`config.mk`:
```
export PLATFORM = sky130hd
export DESIGN_NAME = resp_frame_parser
export DESIGN_NICKNAME = d
export VERILOG_FILES = /design/src/rtl/rfp_pkg.sv /design/src/rtl/rfp_front.sv /design/src/rtl/rfp_queue.sv /design/src/rtl/rfp_back.sv /design/src/rtl/resp_frame_parser.sv
export SDC_FILE = /design/constraint.sdc
export NUM_CORES = 1
export LEC_CHECK = 0
export ABC_AREA = 1
export BUFFER_PORTS_ARGS = -buffer_cell sky130_fd_sc_hd__buf_2
export CORE_MARGIN = 2
export CORE_UTILIZATION = 53
export DETAILED_ROUTE_END_ITERATION = 10
export PLACE_DENSITY_LB_ADDON = 0.12
export SYNTH_ARGS = -nofsm -noshare
export SYNTH_HDL_FRONTEND = slang
export SYNTH_SLANG_ARGS = --single-unit
```
`constraint.sdc`:
```
create_clock -name clk -period 5.85 [get_ports clk]
set_clock_uncertainty 0.1 [all_clocks]
set_input_delay 1.17 -clock clk [delete_from_list [all_inputs] [get_ports clk]]
set_output_delay 1.17 -clock clk [all_outputs]
set_load 0.005 [all_outputs]
```
`src/rtl/rfp_pkg.sv`:
```
// rfp_pkg: shared types and codes for the response frame parser
// item structs, queue bundle, message kind and status codes; no dependencies
package rfp_pkg;

  localparam int LENGTH_WIDTH_DEF = 31;
  localparam int QUEUE_DEPTH      = 4;
  localparam int MAX_RES          = 3;

  // message kind codes
  localparam logic [1:0] KIND_SIMPLE = 2'd0;
  localparam logic [1:0] KIND_ERROR  = 2'd1;
  localparam logic [1:0] KIND_BULK   = 2'd2;

  // run status codes
  localparam logic [2:0] ST_OK       = 3'd0;
  localparam logic [2:0] ST_EMPTY    = 3'd1;
  localparam logic [2:0] ST_NO_CRLF  = 3'd2;
  localparam logic [2:0] ST_BAD_LEN  = 3'd3;
  localparam logic [2:0] ST_LEN_OVF  = 3'd4;
  localparam logic [2:0] ST_SHORT    = 3'd5;
  localparam logic [2:0] ST_BAD_TAIL = 3'd6;

  typedef struct packed {
    logic [7:0] in_byte;
    logic       frame_end;
  } in_item_t;

  typedef struct packed {
    logic [7:0] payload_byte;
    logic       payload_valid;
    logic [1:0] msg_kind;
    logic       run_last;
    logic [2:0] status;
  } out_item_t;

  // one result as produced by the front, kind is shared per bundle
  typedef struct packed {
    logic [7:0] data_byte;
    logic       is_data;
    logic       is_last;
    logic [2:0] status;
  } res_ent_t;

  // all results caused by one input item
  typedef struct packed {
    logic [1:0]                 kind;
    logic [1:0]                 cnt;
    res_ent_t [MAX_RES-1:0]     ent;
  } bundle_t;

endpackage

```
`src/rtl/rfp_front.sv`:
```
// rfp_front: byte classifier and frame state machine
// turns each accepted item that causes results into a bundle of up to three results; uses rfp_pkg
module rfp_front #(
  parameter int LENGTH_WIDTH = rfp_pkg::LENGTH_WIDTH_DEF
) (
  input  logic              clk,
  input  logic              rst_n,
  input  logic              in_valid,
  output logic              in_stall,
  input  rfp_pkg::in_item_t in_data,
  input  logic              q_full,
  output logic              push_valid,
  output rfp_pkg::bundle_t  push_data
);
  import rfp_pkg::*;

  localparam int LW = LENGTH_WIDTH;

  localparam logic [7:0] CH_PLUS   = 8'h2B;
  localparam logic [7:0] CH_MINUS  = 8'h2D;
  localparam logic [7:0] CH_DOLLAR = 8'h24;
  localparam logic [7:0] CH_CR     = 8'h0D;
  localparam logic [7:0] CH_LF     = 8'h0A;
  localparam logic [7:0] CH_ZERO   = 8'h30;
  localparam logic [7:0] CH_NINE   = 8'h39;

  // saturation value 2^LW + 1
  localparam logic [LW+3:0] SAT = {3'b000, 1'b1, {(LW-1){1'b0}}, 1'b1};

  typedef enum logic [8:0] {
    PH_AWAIT    = 9'b0_0000_0001,
    PH_TEXT     = 9'b0_0000_0010,
    PH_LEN_LEAD = 9'b0_0000_0100,
    PH_LEN_NUM  = 9'b0_0000_1000,
    PH_LEN_TAIL = 9'b0_0001_0000,
    PH_DATA     = 9'b0_0010_0000,
    PH_TRAIL_CR = 9'b0_0100_0000,
    PH_TRAIL_LF = 9'b0_1000_0000,
    PH_SKIP     = 9'b1_0000_0000
  } phase_t;

  phase_t          phase_r, phase_nxt, lph;
  logic [1:0]      kind_r, kind_nxt;
  logic            crp_r, crp_nxt;
  logic            neg_r, neg_nxt;
  logic            dig_r, dig_nxt;
  logic [LW:0]     acc_r, acc_nxt;
  logic [LW-1:0]   bl_r, bl_nxt;

  logic [7:0]      c;
  logic            is_dig;
  logic [LW+3:0]   prod;
  logic [LW:0]     acc_dig;
  logic            over;
  logic            stop;
  logic [1:0]      n;
  res_ent_t [MAX_RES-1:0] ents;
  logic            accept;

  function automatic res_ent_t mk_data(input logic [7:0] ch);
    res_ent_t e;
    e.data_byte = ch;
    e.is_data   = 1'b1;
    e.is_last   = 1'b0;
    e.status    = ST_OK;
    return e;
  endfunction

  function automatic res_ent_t mk_close(input logic [2:0] st);
    res_ent_t e;
    e.data_byte = 8'h00;
    e.is_data   = 1'b0;
    e.is_last   = 1'b1;
    e.status    = st;
    return e;
  endfunction

  function automatic logic is_space(input logic [7:0] ch);
    return (ch == 8'h20) || (ch >= 8'h09 && ch <= 8'h0D);
  endfunction

  assign c      = in_data.in_byte;
  assign is_dig = (c >= CH_ZERO) && (c <= CH_NINE);
  // acc * 10 + digit, saturated
  assign prod    = ({3'b000, acc_r} << 3) + ({3'b000, acc_r} << 1)
                 + {{LW{1'b0}}, c[3:0]};
  assign acc_dig = (prod > SAT) ? SAT[LW:0] : prod[LW:0];
  assign over    = neg_r ? (acc_r[LW] && (|acc_r[LW-1:0])) : acc_r[LW];

  assign in_stall = q_full;
  assign accept   = in_valid && !q_full;

  always_comb begin
    phase_nxt = phase_r;
    kind_nxt  = kind_r;
    crp_nxt   = crp_r;
    neg_nxt   = neg_r;
    dig_nxt   = dig_r;
    acc_nxt   = acc_r;
    bl_nxt    = bl_r;
    lph       = phase_r;
    stop      = 1'b0;
    n         = 2'd0;
    ents      = '0;

    unique case (phase_r)
      PH_AWAIT: begin
        if (c == CH_PLUS) begin
          kind_nxt  = KIND_SIMPLE;
          phase_nxt = PH_TEXT;
        end else if (c == CH_MINUS) begin
          kind_nxt  = KIND_ERROR;
          phase_nxt = PH_TEXT;
        end else if (c == CH_DOLLAR) begin
          kind_nxt  = KIND_BULK;
          phase_nxt = PH_LEN_LEAD;
        end else begin
          kind_nxt  = KIND_SIMPLE;
          ents[n]   = mk_close(ST_EMPTY);
          n         = n + 2'd1;
          phase_nxt = PH_SKIP;
        end
      end
      PH_TEXT: begin
        if (crp_r) begin
          crp_nxt = 1'b0;
          if (c == CH_LF) begin
            ents[n]   = mk_close(ST_OK);
            n         = n + 2'd1;
            phase_nxt = PH_SKIP;
            stop      = 1'b1;
          end else begin
            ents[n] = mk_data(CH_CR);
            n       = n + 2'd1;
          end
        end
        if (!stop) begin
          if (c == CH_CR) begin
            crp_nxt = 1'b1;
          end else begin
            ents[n] = mk_data(c);
            n       = n + 2'd1;
          end
        end
      end
      PH_LEN_LEAD, PH_LEN_NUM, PH_LEN_TAIL: begin
        if (crp_r) begin
          crp_nxt = 1'b0;
          if (c == CH_LF) begin
            stop = 1'b1;
            if (!dig_r) begin
              ents[n]   = mk_close(ST_BAD_LEN);
              n         = n + 2'd1;
              phase_nxt = PH_SKIP;
            end else if (over) begin
              ents[n]   = mk_close(ST_LEN_OVF);
              n         = n + 2'd1;
              phase_nxt = PH_SKIP;
            end else if (neg_r && (|acc_r)) begin
              ents[n]   = mk_close(ST_EMPTY);
              n         = n + 2'd1;
              phase_nxt = PH_SKIP;
            end else begin
              bl_nxt    = acc_r[LW-1:0];
              phase_nxt = (|acc_r[LW-1:0]) ? PH_DATA : PH_TRAIL_CR;
            end
          end else if (phase_r == PH_LEN_NUM) begin
            // held-back CR ends the digit run
            lph = PH_LEN_TAIL;
          end
        end
        if (!stop) begin
          phase_nxt = lph;
          if (c == CH_CR) begin
            crp_nxt = 1'b1;
          end else begin
            unique case (lph)
              PH_LEN_LEAD: begin
                if (!is_space(c)) begin
                  if (c == CH_PLUS || c == CH_MINUS) begin
                    neg_nxt   = (c == CH_MINUS);
                    phase_nxt = PH_LEN_NUM;
                  end else if (is_dig) begin
                    acc_nxt   = acc_dig;
                    dig_nxt   = 1'b1;
                    phase_nxt = PH_LEN_NUM;
                  end else begin
                    phase_nxt = PH_LEN_TAIL;
                  end
                end
              end
              PH_LEN_NUM: begin
                if (is_dig) begin
                  acc_nxt = acc_dig;
                  dig_nxt = 1'b1;
                end else begin
                  phase_nxt = PH_LEN_TAIL;
                end
              end
              default: begin
              end
            endcase
          end
        end
      end
      PH_DATA: begin
        ents[n] = mk_data(c);
        n       = n + 2'd1;
        bl_nxt  = bl_r - {{(LW-1){1'b0}}, 1'b1};
        if (bl_r == {{(LW-1){1'b0}}, 1'b1}) begin
          phase_nxt = PH_TRAIL_CR;
        end
      end
      PH_TRAIL_CR: begin
        if (c == CH_CR) begin
          phase_nxt = PH_TRAIL_LF;
        end else begin
          ents[n]   = mk_close(ST_BAD_TAIL);
          n         = n + 2'd1;
          phase_nxt = PH_SKIP;
        end
      end
      PH_TRAIL_LF: begin
        ents[n]   = mk_close((c == CH_LF) ? ST_OK : ST_BAD_TAIL);
        n         = n + 2'd1;
        phase_nxt = PH_SKIP;
      end
      default: begin
      end
    endcase

    push_data.kind = kind_nxt;

    if (in_data.frame_end) begin
      unique case (phase_nxt) inside
        PH_TEXT, PH_LEN_LEAD, PH_LEN_NUM, PH_LEN_TAIL: begin
          ents[n] = mk_close(ST_NO_CRLF);
          n       = n + 2'd1;
        end
        PH_DATA: begin
          ents[n] = mk_close(ST_SHORT);
          n       = n + 2'd1;
        end
        PH_TRAIL_CR, PH_TRAIL_LF: begin
          ents[n] = mk_close(ST_BAD_TAIL);
          n       = n + 2'd1;
        end
        default: begin
        end
      endcase
      // frame end always returns to the idle state
      phase_nxt = PH_AWAIT;
      kind_nxt  = KIND_SIMPLE;
      crp_nxt   = 1'b0;
      neg_nxt   = 1'b0;
      dig_nxt   = 1'b0;
      acc_nxt   = '0;
      bl_nxt    = '0;
    end

    push_data.cnt = n;
    push_data.ent = ents;
  end

  assign push_valid = accept && (n != 2'd0);

  always_ff @(posedge clk) begin
    if (!rst_n) begin
      phase_r <= PH_AWAIT;
      kind_r  <= KIND_SIMPLE;
      crp_r   <= 1'b0;
      neg_r   <= 1'b0;
      dig_r   <= 1'b0;
      acc_r   <= '0;
      bl_r    <= '0;
    end else if (accept) begin
      phase_r <= phase_nxt;
      kind_r  <= kind_nxt;
      crp_r   <= crp_nxt;
      neg_r   <= neg_nxt;
      dig_r   <= dig_nxt;
      acc_r   <= acc_nxt;
      bl_r    <= bl_nxt;
    end
  end

endmodule

```
`src/rtl/rfp_queue.sv`:
```
// rfp_queue: short queue of result bundles between front and back
// register array with head read; uses rfp_pkg
module rfp_queue (
  input  logic             clk,
  input  logic             rst_n,
  input  logic             push_valid,
  input  rfp_pkg::bundle_t push_data,
  output logic             q_full,
  output logic             q_valid,
  output rfp_pkg::bundle_t q_data,
  input  logic             q_pop
);
  import rfp_pkg::*;

  localparam int AW = $clog2(QUEUE_DEPTH);

  bundle_t          mem_r [QUEUE_DEPTH];
  logic [AW-1:0]    wr_ptr_r, rd_ptr_r;
  logic [AW:0]      cnt_r;
  logic             do_push, do_pop;

  assign q_full  = (cnt_r == (AW+1)'(QUEUE_DEPTH));
  assign q_valid = (cnt_r != '0);
  assign q_data  = mem_r[rd_ptr_r];
  assign do_push = push_valid && !q_full;
  assign do_pop  = q_pop && q_valid;

  always_ff @(posedge clk) begin
    if (do_push) begin
      mem_r[wr_ptr_r] <= push_data;
    end
  end

  always_ff @(posedge clk) begin
    if (!rst_n) begin
      wr_ptr_r <= '0;
      rd_ptr_r <= '0;
      cnt_r    <= '0;
    end else begin
      if (do_push) begin
        wr_ptr_r <= (wr_ptr_r == AW'(QUEUE_DEPTH-1)) ? '0 : wr_ptr_r + 1'b1;
      end
      if (do_pop) begin
        rd_ptr_r <= (rd_ptr_r == AW'(QUEUE_DEPTH-1)) ? '0 : rd_ptr_r + 1'b1;
      end
      if (do_push && !do_pop) begin
        cnt_r <= cnt_r + 1'b1;
      end else if (do_pop && !do_push) begin
        cnt_r <= cnt_r - 1'b1;
      end
    end
  end

endmodule

```
`src/rtl/rfp_back.sv`:
```
// rfp_back: unpacks bundles into single result items
// one result per cycle into the output register while out_stall is low; uses rfp_pkg
module rfp_back (
  input  logic               clk,
  input  logic               rst_n,
  input  logic               q_valid,
  input  rfp_pkg::bundle_t   q_data,
  output logic               q_pop,
  output logic               out_valid,
  input  logic               out_stall,
  output rfp_pkg::out_item_t out_data
);
  import rfp_pkg::*;

  logic [1:0]  idx_r;
  logic        out_valid_r;
  out_item_t   out_data_r;
  logic        load;
  logic        last_ent;
  res_ent_t    cur;

  assign cur      = q_data.ent[idx_r];
  assign load     = q_valid && (!out_valid_r || !out_stall);
  assign last_ent = (idx_r == (q_data.cnt - 2'd1));
  assign q_pop    = load && last_ent;

  always_ff @(posedge clk) begin
    if (!rst_n) begin
      out_valid_r <= 1'b0;
      idx_r       <= 2'd0;
    end else if (load) begin
      out_valid_r <= 1'b1;
      idx_r       <= last_ent ? 2'd0 : idx_r + 2'd1;
    end else if (!out_stall) begin
      out_valid_r <= 1'b0;
    end
  end

  always_ff @(posedge clk) begin
    if (load) begin
      out_data_r.payload_byte  <= cur.data_byte;
      out_data_r.payload_valid <= cur.is_data;
      out_data_r.msg_kind      <= q_data.kind;
      out_data_r.run_last      <= cur.is_last;
      out_data_r.status        <= cur.status;
    end
  end

  assign out_valid = out_valid_r;
  assign out_data  = out_data_r;

endmodule

```
`src/rtl/resp_frame_parser.sv`:
```
// resp_frame_parser: byte-serial parser for single text/error/bulk frames
// path: the results of a byte pass through the queue and then the output register before they show on out_,
//   further results of the same byte follow one per cycle while out_stall is low
// throughput: one byte per cycle in while the queue has room, one result per cycle out while out_stall
//   is low; a byte can raise up to three results, so the output register sets the sustained rate
// reset: rst_n synchronous active low, clears the frame state and the queue
module resp_frame_parser #(
  parameter int LENGTH_WIDTH = rfp_pkg::LENGTH_WIDTH_DEF
) (
  input  logic               clk,
  input  logic               rst_n,
  input  logic               in_valid,
  output logic               in_stall,
  input  rfp_pkg::in_item_t  in_data,
  output logic               out_valid,
  input  logic               out_stall,
  output rfp_pkg::out_item_t out_data
);
  import rfp_pkg::*;

  // front to queue
  logic    push_valid;
  bundle_t push_data;
  logic    q_full;

  // queue to back
  logic    q_valid;
  bundle_t q_data;
  logic    q_pop;

  // front: frame state machine, one byte per cycle while the queue has room;
  // every byte that causes results leaves one bundle of them
  rfp_front #(
    .LENGTH_WIDTH (LENGTH_WIDTH)
  ) u_front (
    .clk        (clk),
    .rst_n      (rst_n),
    .in_valid   (in_valid),
    .in_stall   (in_stall),
    .in_data    (in_data),
    .q_full     (q_full),
    .push_valid (push_valid),
    .push_data  (push_data)
  );

  // queue: decouples the byte side from output back-pressure
  rfp_queue u_queue (
    .clk        (clk),
    .rst_n      (rst_n),
    .push_valid (push_valid),
    .push_data  (push_data),
    .q_full     (q_full),
    .q_valid    (q_valid),
    .q_data     (q_data),
    .q_pop      (q_pop)
  );

  // back: walks each bundle, one result item per cycle into the output register while out_stall is low
  rfp_back u_back (
    .clk       (clk),
    .rst_n     (rst_n),
    .q_valid   (q_valid),
    .q_data    (q_data),
    .q_pop     (q_pop),
    .out_valid (out_valid),
    .out_stall (out_stall),
    .out_data  (out_data)
  );

endmodule

```
==> Word level (Yosys, flattened, before mapping) <==
Memories as Yosys holds them, arrays and structs flattened. A register that Yosys moved wholly into a read port is not among the register bits.
Cells that the tools add are included.
{ "classes": {"n_eq_ne": 39, "bitwise": 9, "n_reduce_logical": 42, "mux": 125, "n_addsub": 11, "order_cmp": 10} }
{ "op_table": {"columns": ["op", "n"], "rows": [
  ["$mux W32", 8],
  ["$mux W9", 23],
  ["$mux W31", 6],
  ["$mux W13", 11],
  ["$mux W39", 3],
  ["$pmux W39 S3", 1],
  ["$pmux W13 S6", 1],
  ["$pmux W32 S2", 1],
  ["$pmux W31 S2", 1],
  ["$and A30 B30 Y30", 2],
  ["$not A30 Y30", 2],
  ["$pmux W9 S6", 1],
  ["$demux W13 S2", 2],
  ["$mux W2", 21],
  ["$bwmux W39", 1],
  ["$add A35 B33 Y35", 1],
  ["$add A35 B4 Y35", 1],
  ["$gt A35 B32 Y1 const B", 1],
  ["$and A33 B33 Y33", 1],
  ["$not A33 Y33", 1],
  ["$eq A8 B6 Y1 const B", 4],
  ["$reduce_or A32 Y1", 1],
  ["$eq A31 B1 Y1 const B", 1],
  ["$mux W1", 31],
  ["other kinds (50)", 110]
]} }
{ "word_totals": {"ram_bits": 172, "inputBits": 13, "regBits": 102, "word_cells": 254, "mem_count": 1, "out_inout_bits": 17} }
{ "memory_table": {"columns": ["memory", "words", "word_bits", "rd", "rd_clocked_by_memory_dff", "write_ports", "line", "rtl"], "rows": [
  ["u_queue.mem_r", 4, 43, 1, 1, 1, "rfp_queue.sv:17", "bundle_t mem_r [QUEUE_DEPTH];"]
]} }

==> Depth between registers and ports, before layout <==
Gate-level depths: netlist of the first run.
{ "logic_depth": {"word_depth": 21, "ltp_mapped": 25, "ltp_nobuf": 25} }

==> By module <==
A second synthesis of the first run with hierarchy kept.
{ "hier_totals": {"hier_cells": 2168, "hier_area_um2": 16718.5} }
{ "by_module_without_submodules": {"columns": ["module", "cells_per_inst", "instances", "area_per_inst_um2", "seq_area_each_um2"], "rows": [
  ["rfp_front", 1575, 1, 8907.3, 1541.5],
  ["rfp_queue", 486, 1, 6849.1, 5345.1],
  ["rfp_back", 107, 1, 962.2, 510.5]
]} }

==> Worst setup path before layout of the first run <==
No wires, ideal clock.
{ "synth_timing": {"kind": "in2reg", "from": "input in_data[8] (netlist bit)", "to": "memory u_queue.mem_r[0][0] (netlist bit) (enable)", "arrival_ns": 4.359, "setup_ns": 0.425, "setup_slack_ns": 0.965, "n_path_buf": 0, "required_ns": 5.325, "stages": 15, "cell_sequence": "nor2_2 > nand3_1 > nor2_4 > inv_2 > ha_1 > inv_1 > o21ai_0 > nor2_2 > ha_1 > inv_1 > nor2_1 > a21oi_2 > nand2_1 > nand2_2 > nor2_1"} }
{ "synth_between": {"elab_chain_cells": 18, "word_cells_on_any_way": 64, "classes_between": "add/sub: 1; order compare: 4; eq/ne: 15; mux: 36; reduce/logical: 8"} }
{ "synth_rtl": {"columns": ["item", "line", "rtl"], "rows": [
  ["start, declared", "resp_frame_parser.sv:14", "input rfp_pkg::in_item_t in_data,"],
  ["$ge A8 B6 Y1, or another cell as far along", "rfp_front.sv:83", "assign is_dig = (c >= CH_ZERO) && (c <= CH_NINE);"],
  ["$logic_and A1 B1 Y1 / $mux W9 (equally long branches)", "rfp_front.sv:83, rfp_front.sv:149", null],
  ["$mux W5 / $mux W9 (equally long branches)", "rfp_front.sv:183, rfp_front.sv:147", null],
  ["$mux W9, on equally long branches", "rfp_front.sv:180, rfp_front.sv:106", null],
  ["$mux W9, or another cell as far along", "rfp_front.sv:179", "if (!is_space(c)) begin"],
  ["$pmux W9 S2", "rfp_front.sv:177", "unique case (lph)"],
  ["$mux W9", "rfp_front.sv:174", "if (c == CH_CR) begin"],
  ["$mux W9", "rfp_front.sv:172", "if (!stop) begin"],
  ["(+2 left out)", null, null],
  ["$reduce_or A7 Y1 (no line)", null, null],
  ["$mux W2", null, null],
  ["$mux W2 *", "rfp_front.sv:234", "if (in_data.frame_end) begin"],
  ["$reduce_bool A2 Y1 *", "rfp_front.sv:265", "assign push_valid = accept && (n != 2'd0);"],
  ["$logic_and A1 B1 Y1 *", "rfp_front.sv:265", null],
  ["$logic_and A1 B1 Y1 *", "rfp_queue.sv:25", "assign do_push = push_valid && !q_full;"],
  ["$mux W1 *", "rfp_queue.sv:29", "if (do_push) begin"],
  ["$mux W1 (not written as such) *", "rfp_queue.sv:30", "mem_r[wr_ptr_r] <= push_data;"],
  ["end, declared", "rfp_queue.sv:17", null]
]} }
Every way passes the cells marked *; elsewhere a longest branch is shown, timed or not. The select of a mux whose other input is x is not followed.

==> Worst setup path in the final report of the first run <==
{ "layout_timing": {"from": "input in_data[4] (netlist bit)", "to": "register u_front.acc_r[0]"} }
{ "layout_between": {"elab_chain_cells": 11, "word_cells_on_any_way": 38, "classes_between": "add/sub: 1; order compare: 5; eq/ne: 11; mux: 15; reduce/logical: 6"} }
{ "layout_rtl": {"columns": ["item", "line", "rtl"], "rows": [
  ["$add A35 B4 Y35", "rfp_front.sv:86", "+ {{LW{1'b0}}, c[3:0]};"],
  ["$gt A35 B32 Y1", "rfp_front.sv:87", "assign acc_dig = (prod > SAT) ? SAT[LW:0] : prod[LW:0];"],
  ["$mux W32", "rfp_front.sv:87", null],
  ["$mux W32", "rfp_front.sv:183, rfp_front.sv:193", null],
  ["$mux W32", "rfp_front.sv:180", "if (c == CH_PLUS || c == CH_MINUS) begin"],
  ["$mux W32", "rfp_front.sv:179", null],
  ["$pmux W32 S2", "rfp_front.sv:177", null],
  ["$mux W32", "rfp_front.sv:174", null],
  ["$mux W32", "rfp_front.sv:172", null],
  ["$mux W32", "rfp_front.sv:106", "unique case (phase_r)"],
  ["$mux W32", "rfp_front.sv:234", null],
  ["end signal, assigned", "rfp_front.sv:282", "acc_r <= acc_nxt;"],
  ["end, declared", "rfp_front.sv:47", "logic [LW:0] acc_r, acc_nxt;"]
]} }
Parallel ways exist; a longest one is shown, timed or not. The select of a mux whose other input is x is not followed.
A chain may end at the register's enable or synchronous reset.

==> run metrics, run 1 <==
status=finished, final reports clean; final WL=41580 µm; root buffer cell=clkbuf_16; non-filler instance count after layout=2469; total power=5412 µW; largest net degree at the start of global routing=64; Post-Place Cells=2421; Cell Rows=62; DR vias=13.50k; Distinct cells, synth=50; minimum clock period=4.361 ns; area share of the largest cell type after synthesis=29.74%; synthesized area per cell=7.436 µm²; headroom to the max-slew limit=39.96%; Residual DRC=0; initial antenna violation count=0; Fin. Hold Viols=0; worst slew pin tran=0.8996 ns; largest family of logic cells by synthesized area=simple AND/OR/NAND/NOR gates; htree depth=1; # nets final=2156; syn nets=2141; Worst-path clk slew=0.06 ns; CTS Buffer Depth=3; setup bufs post-CTS=0; CTS tree=done; 1st-iter DRT viols=943; grt peak-use layer=met2; fin. max-slew vios=0; number of setup violations in the final report=0; Synth Area in Adders=6.550%; n_diodes=0; Power Dens Cells=323.6 nW/µm²; port buffer count=29; global-route wire length before repair=67440 µm; die area=30140 µm²; crit share post-route=74.55%; Post-synth ARST share=0%; RSZ-0062 raised after global routing=false; EDFF count, synth=151; met2 Resource Use GR=50.33%; Crit Path Class=in2reg; Initial Util=53.40%; mux contribution to synthesized area=0%; worst vdd ir=0.1914 mV; IO Count=30; hold_buf cts=0; utilization after layout=58.59%; fmax=229.3 MHz; vias per inst=5.467; CTS Buf Count=26; most frequent cell after synthesis=nand2_1; synth warn=0; Commonest cells post-synth=nand2_1, nor2_1, inv_1; Clock Latency Late Sink=0.55 ns; Post-Syn Instances=2050; commonest register cell after synthesis=edfxtp_1; Synth Area in XOR/XNOR=1.724%; area delta synth->final=9.710%; GRT met1 Usage=33.70%; dpl hpwl=30580 µm; Leak Pwr=0.007331 µW; Total GRT Usage=27.68%; top post-synthesis cells by area=edfxtp_1, nand2_1, dfxtp_1, nor2_1, inv_1; area leader, netlist=edfxtp_1; Die Y=173.6 µm; vias in the first global route=13.09k; drt first pass iters=7; register area share after synthesis=41.43%; critical-path maximum fanout=31; Syn Std Cell Area=15240 µm²; CP Capture Type=flop; core area=28550 µm²; Resized Gates After CTS=0; setup_tns=0 ns; layout cells sized above 1=9.353%; compound-cell area share of the yosys netlist=12.50%; arrival time worst endpoint=4.65 ns; synthesized flop and latch total=240; CP Data Required Time=6.14 ns; Die Span X=173.6 µm; Antenna Nets Post-Route=0; placer congestion estimate=0.9464; Max Cap Violations=0; crit start category=input port; Synth Area in Simple Gates=29.32%; met3 global-route usage=2.785%; Overflow after GRT=0; Num Clock Sinks=240; Wirelength per Cell=16.84 µm; min-delay worst type=reg2reg
-- sequential cells by signal, indices dropped and copies added, names as in the netlist, 2 cells and up, named ones only --
signal / count
u_queue.mem_r: 136
u_queue.wr_ptr_r: 2
u_queue.cnt_r: 3
u_queue.rd_ptr_r: 2
u_back.out_data: 15
u_front.kind_r: 2
u_front.acc_r: 32
u_front.bl_r: 31
u_back.idx_r: 2
u_front.phase_r: 9
-- kinds of logic (layout without fill, tap and decap cells) --
kind of cell | after synthesis | in the layout
AND/OR/NAND/NOR | 1036 | 1036
AO/OA/AOI/OAI | 334 | 334
buffers and inverters | 332 | 367
flip-flops | 240 | 240
adder cells (fa/ha/maj) | 78 | 78
XOR/XNOR | 30 | 30
-- power breakdown --
group | internal [µW] | switching (µW) | leakage (µW) | total (µW)
registers | 2110 | 111 | 0.00207 | 2220
clock network | 1110 | 697 | 0.000466 | 1810
logic | 434 | 949 | 0.00479 | 1380
total | 3650 | 1760 | 0.00733 | 5410
-- worst max-delay path, stage by stage --
cell and delay [ns]:
buf_2 0.15, fa_1 0.57, inv_1 0.06, fa_1 0.46, inv_1 0.13, nand3_1 0.10, nand2_2 0.12, nand2_1 0.07
nand2_2 0.09, nand2_1 0.08, nand2_1 0.08, nand2_1 0.09, nand2_1 0.09, nand2_1 0.05, nand2_1 0.06, nand2_1 0.07
nor2_2 0.14, nand2_1 0.07, nor2_1 0.10, nand3_1 0.09, nand2_2 0.52, nand2_1 0.12, nand2_1 0.09, a21oi_1 0.06
-- metrics by stage --
step	cell area, µm²	hold slack, ns	worst slack [ns]
2_1_floorplan	15240	0.3385	0.9654
3_3_place_gp	15770	0.3537	1.045
3_5_place_dp	15770	0.3590	0.9572
4_1_cts	16720	0.3684	1.539
5_1_grt	16720	0.3926	1.120
6_report	16720	0.3676	1.489
-- per-layer routing --
layer	up-vias	part of all wire, %	routed length, µm
met3	84	4.1	1705
met5	-	0	0
li1	6806	-	-
met2	304	50	20760
met4	0	3.7	1532
met1	6304	42	17580
-- worst paths after layout --
kind,end,cells past startpoint,slack [ns],startpoint
setup / recovery,u_front.acc_r[0]$_SDFFE_PN0P_,24,1.49,in_data[4]
hold reg to reg,u_front.kind_r[1]$_SDFFE_PN0P_,2,0.37,u_front.kind_r[1]$_SDFFE_PN0P_
hold / removal,u_front.kind_r[1]$_SDFFE_PN0P_,2,0.37,u_front.kind_r[1]$_SDFFE_PN0P_
setup reg to reg,u_queue.cnt_r[2]$_SDFFE_PN0P_,25,1.77,u_front.acc_r[24]$_SDFFE_PN0P_
-- placed cells by master, fill, tap and decap left out, types with 13 or more instances in the layout --
master	Yosys	routed
nand2_1	507	507
nor2_1	287	282
inv_1	253	252
edfxtp_1	151	151
o21ai_0	133	133
a21oi_1	107	107
nand3_1	91	91
dfxtp_1	89	88
ha_1	75	75
buf_2	7	29
nand4_1	28	28
nor3_1	26	26
clkbuf_16	0	26
nor2_2	20	21
nand2_2	19	19
buf_4	2	18
xor2_1	17	17
o22ai_1	16	16
inv_2	15	15
nand3_2	14	14
a21oi_2	13	13
o211ai_1	13	13
xnor2_1	13	13
-- cell type report --
class                      count  area (µm²)
timing repair buffer          47       280.3
tap                          384       480.5
multi-input combinational   1478        7669
clock buffer                  29       681.9
sequential                   240        6317
inverter                     272        1021
clock inverter                19       275.3
fill                        2769       11820
Note: power is estimated with default switching activity, not from simulation.
==> inputs of run 2 (changes only) <==
==> constraint.sdc (replaced) <==
create_clock -name clk -period 3.5 [get_ports clk]
set_clock_uncertainty 0.1 [all_clocks]
set_input_delay 0.7 -clock clk [delete_from_list [all_inputs] [get_ports clk]]
set_output_delay 0.7 -clock clk [all_outputs]
set_load 0.005 [all_outputs]
==> run 2 against run 1 <==
Against the previous run: first-iteration DRC count rose by 21%; clock power rose by 48%; sequential share of layout area fell by 4.9 points; die area did not move; critical endpoint unchanged; largest cell class unchanged.
==> run metrics, run 2 (synthesis gave the netlist of run 1 again) <==
status=finished, final reports clean; top flop regs=u_queue.mem_r x136, u_front.acc_r x32, u_front.bl_r x31; vias per inst=5.412 (-1.0%); Crit Path Class=reg2reg; RSZ-0062 raised after global routing=true; core area=28550 µm² (unchanged); Antenna Nets Post-Route=0 (unchanged); CTS Buf Count=26 (unchanged); combinational power share=30.0% (+4.4 points); P_int=6098 µW (+67%); Num Clock Sinks=240 (unchanged); layout cells sized above 1=25.31% (+16 points); Largest Register=u_queue.mem_r; utilization after layout=67.88% (+9.3 points); share of power burned in registers=40.5% (-0.5 points); hold_buf cts=0 (unchanged); largest net degree at the start of global routing=65 (+1.6%); Wirelength per Cell=16.84 µm (about the same); Die Span X=173.6 µm (unchanged); minimum clock period=3.437 ns; initial antenna violation count=0 (unchanged); final WL=45310 µm (+9.0%); Critical Path Slowest Stage Cell=fa_1; vias in the first global route=13.98k (+6.8%); min-delay worst type=in2reg; worst slew pin tran=1.042 ns (+0.1422 ns); dpl hpwl=33140 µm (+8.4%); root buffer cell=clkbuf_16; Max Cap Violations=0 (unchanged); Final WS setup=0.06333 ns (-1.425 ns); # nets final=2378 (+10%); Psw=2994 µW (+70%); fin. max-slew vios=0 (unchanged); commonest non-fill, non-tap cell in the layout=nand2_1; dpl ws=-0.4585 ns (-1.416 ns); Clock power frac=29.5% (-3.9 points); CP Data Required Time=3.85 ns (-2.29 ns); crit-path most repeated cell=nand2_1; 1st-iter DRT viols=1139 (+21%); area delta synth->final=27.11%; Total GRT Usage=29.06% (+1.4 points); headroom to the max-slew limit=30.47% (-9.5 points); Sw Ratio=32.93% (+0.46 points); Clock Latency Late Sink=0.55 ns (about the same); max reg flops=136 (unchanged); crit share post-route=98.19%; Initial Util=53.40% (unchanged); Cell Rows=62 (unchanged); critical path, cell by cell=fa_1 -> inv_1 -> fa_2 -> inv_2 -> nand3_2 -> nand2_4 -> buf_4 -> xor2_1 -> nor4_1 -> buf_4 -> nand2_1 -> nor2_1 -> nand4_1 -> nand3_2 -> nand2_4 -> buf_12 -> nand2_1 -> nand2_1 -> a21oi_2; drt first pass iters=5 (-2); Buf/Inv on CP=5 (+2); DR vias=14.56k (+7.9%); CP Capture Type=flop; IO Count=30 (unchanged); Die Y=173.6 µm (unchanged); arrival time worst endpoint=3.79 ns (-0.86 ns); die area=30140 µm² (unchanged); commonest non-fill, non-tap cells in the layout=nand2_1, nor2_1, inv_1; port buffer count=29 (unchanged); Overflow after GRT=0 (unchanged); number of setup violations in the final report=0 (unchanged); CTS tree=done; setup_tns=0 ns (unchanged); htree depth=1 (unchanged); fmax=291.0 MHz; worst vdd ir=0.4108 mV (+110%); crit start category=flop; Fin. Hold Viols=0 (unchanged); Power Dens Cells=469.2 nW/µm² (+45%); n_diodes=0 (unchanged); Residual DRC=0 (unchanged); global-route wire length before repair=71100 µm (+5.4%); Leak Pwr=0.008660 µW (+18%); placer congestion estimate=0.9960 (+5.2%); CP delay by family, top=simple AND/OR/NAND/NOR gates; Worst path max stage delay=0.56 ns (about the same); CTS Buffer Depth=3 (unchanged); critical-path maximum fanout=6 (-81%); Worst-path clk slew=0.06 ns (about the same)
run 2: path summary, 6_finish.rpt:
path,end,startpoint,depth (start not counted),slack (ns)
hold / removal,u_back.out_valid$_SDFFE_PN0P_,out_stall,5,0.34
setup / recovery,u_front.acc_r[0]$_SDFFE_PN0P_,u_front.acc_r[2]$_SDFFE_PN0P_,19,0.06
setup reg to reg,u_front.acc_r[0]$_SDFFE_PN0P_,u_front.acc_r[2]$_SDFFE_PN0P_,19,0.06
hold reg to reg,u_queue.rd_ptr_r[1]$_SDFFE_PN0P_,u_queue.rd_ptr_r[1]$_SDFFE_PN0P_,2,0.37
run 2: power by group through the flow:
stage | combinational (µW) | sequential (µW) | clock, µW
2_1_floorplan | 1650 | 3710 | 0
6_report | 2730 | 3680 | 2680
3_3_place_gp | 2590 | 3730 | 0
4_1_cts | 2660 | 3690 | 2710
3_5_place_dp | 2630 | 3740 | 0
5_1_grt | 3040 | 3720 | 2820
run 2: area by class of cell:
class	instances	area [µm²]
Fill cell	2520	9170
Multi-Input combinational cell	1479	8517
Sequential cell	240	6366
Timing Repair Buffer	268	2147
Inverter	272	1026
Clock buffer	36	719.4
Tap cell	384	480.5
Clock inverter	12	121.4
run 2: per-layer routing:
layer  wire length, µm  part of all wire, %  vias up  global-route usage [%]
met5                 0                    0        -                       0
met4              2168                  4.8        0                   14.08
met3              2099                  4.6      108                   3.355
met2             22710                   50      386                   52.05
met1             18330                   40     6810                   34.77
li1                  -                    -     7259                       -
run 2: repair_timing:
| item | in CTS | in global routing |
|---|---|---|
| pin swaps | 1 | 62 |
| buffers inserted | 0 | 13 |
| setup endpoints to repair | 41 | 58 |
| cloned | 1 | 4 |
| resized for setup | 3 | 216 |
run 2: worst register-to-register path, stage by stage, from the launching register on:
cell and delay (ns):
dfxtp_4 0.36, fa_1 0.56, inv_1 0.07, fa_2 0.35
inv_2 0.09, nand3_2 0.09, nand2_4 0.11, buf_4 0.11
xor2_1 0.11, nor4_1 0.28, buf_4 0.18, nand2_1 0.05
nor2_1 0.12, nand4_1 0.12, nand3_2 0.11, nand2_4 0.13
buf_12 0.17, nand2_1 0.05, nand2_1 0.06, a21oi_2 0.12
run 2: per-stage QoR:
| step | power [µW] | instances | cell area, µm² | hold slack (ns) |
|---|---|---|---|---|
| after global placement | 6322 | 2625 | 17490 | 0.3512 |
| after floorplan | 5365 | 2050 | 15340 | 0.3386 |
| final | 9092 | 2691 | 19380 | 0.3411 |
| after detailed placement | 6376 | 2625 | 17490 | 0.3661 |
| after CTS | 9062 | 2674 | 18350 | 0.3320 |
| after global routing | 9580 | 2691 | 19380 | 0.3965 |
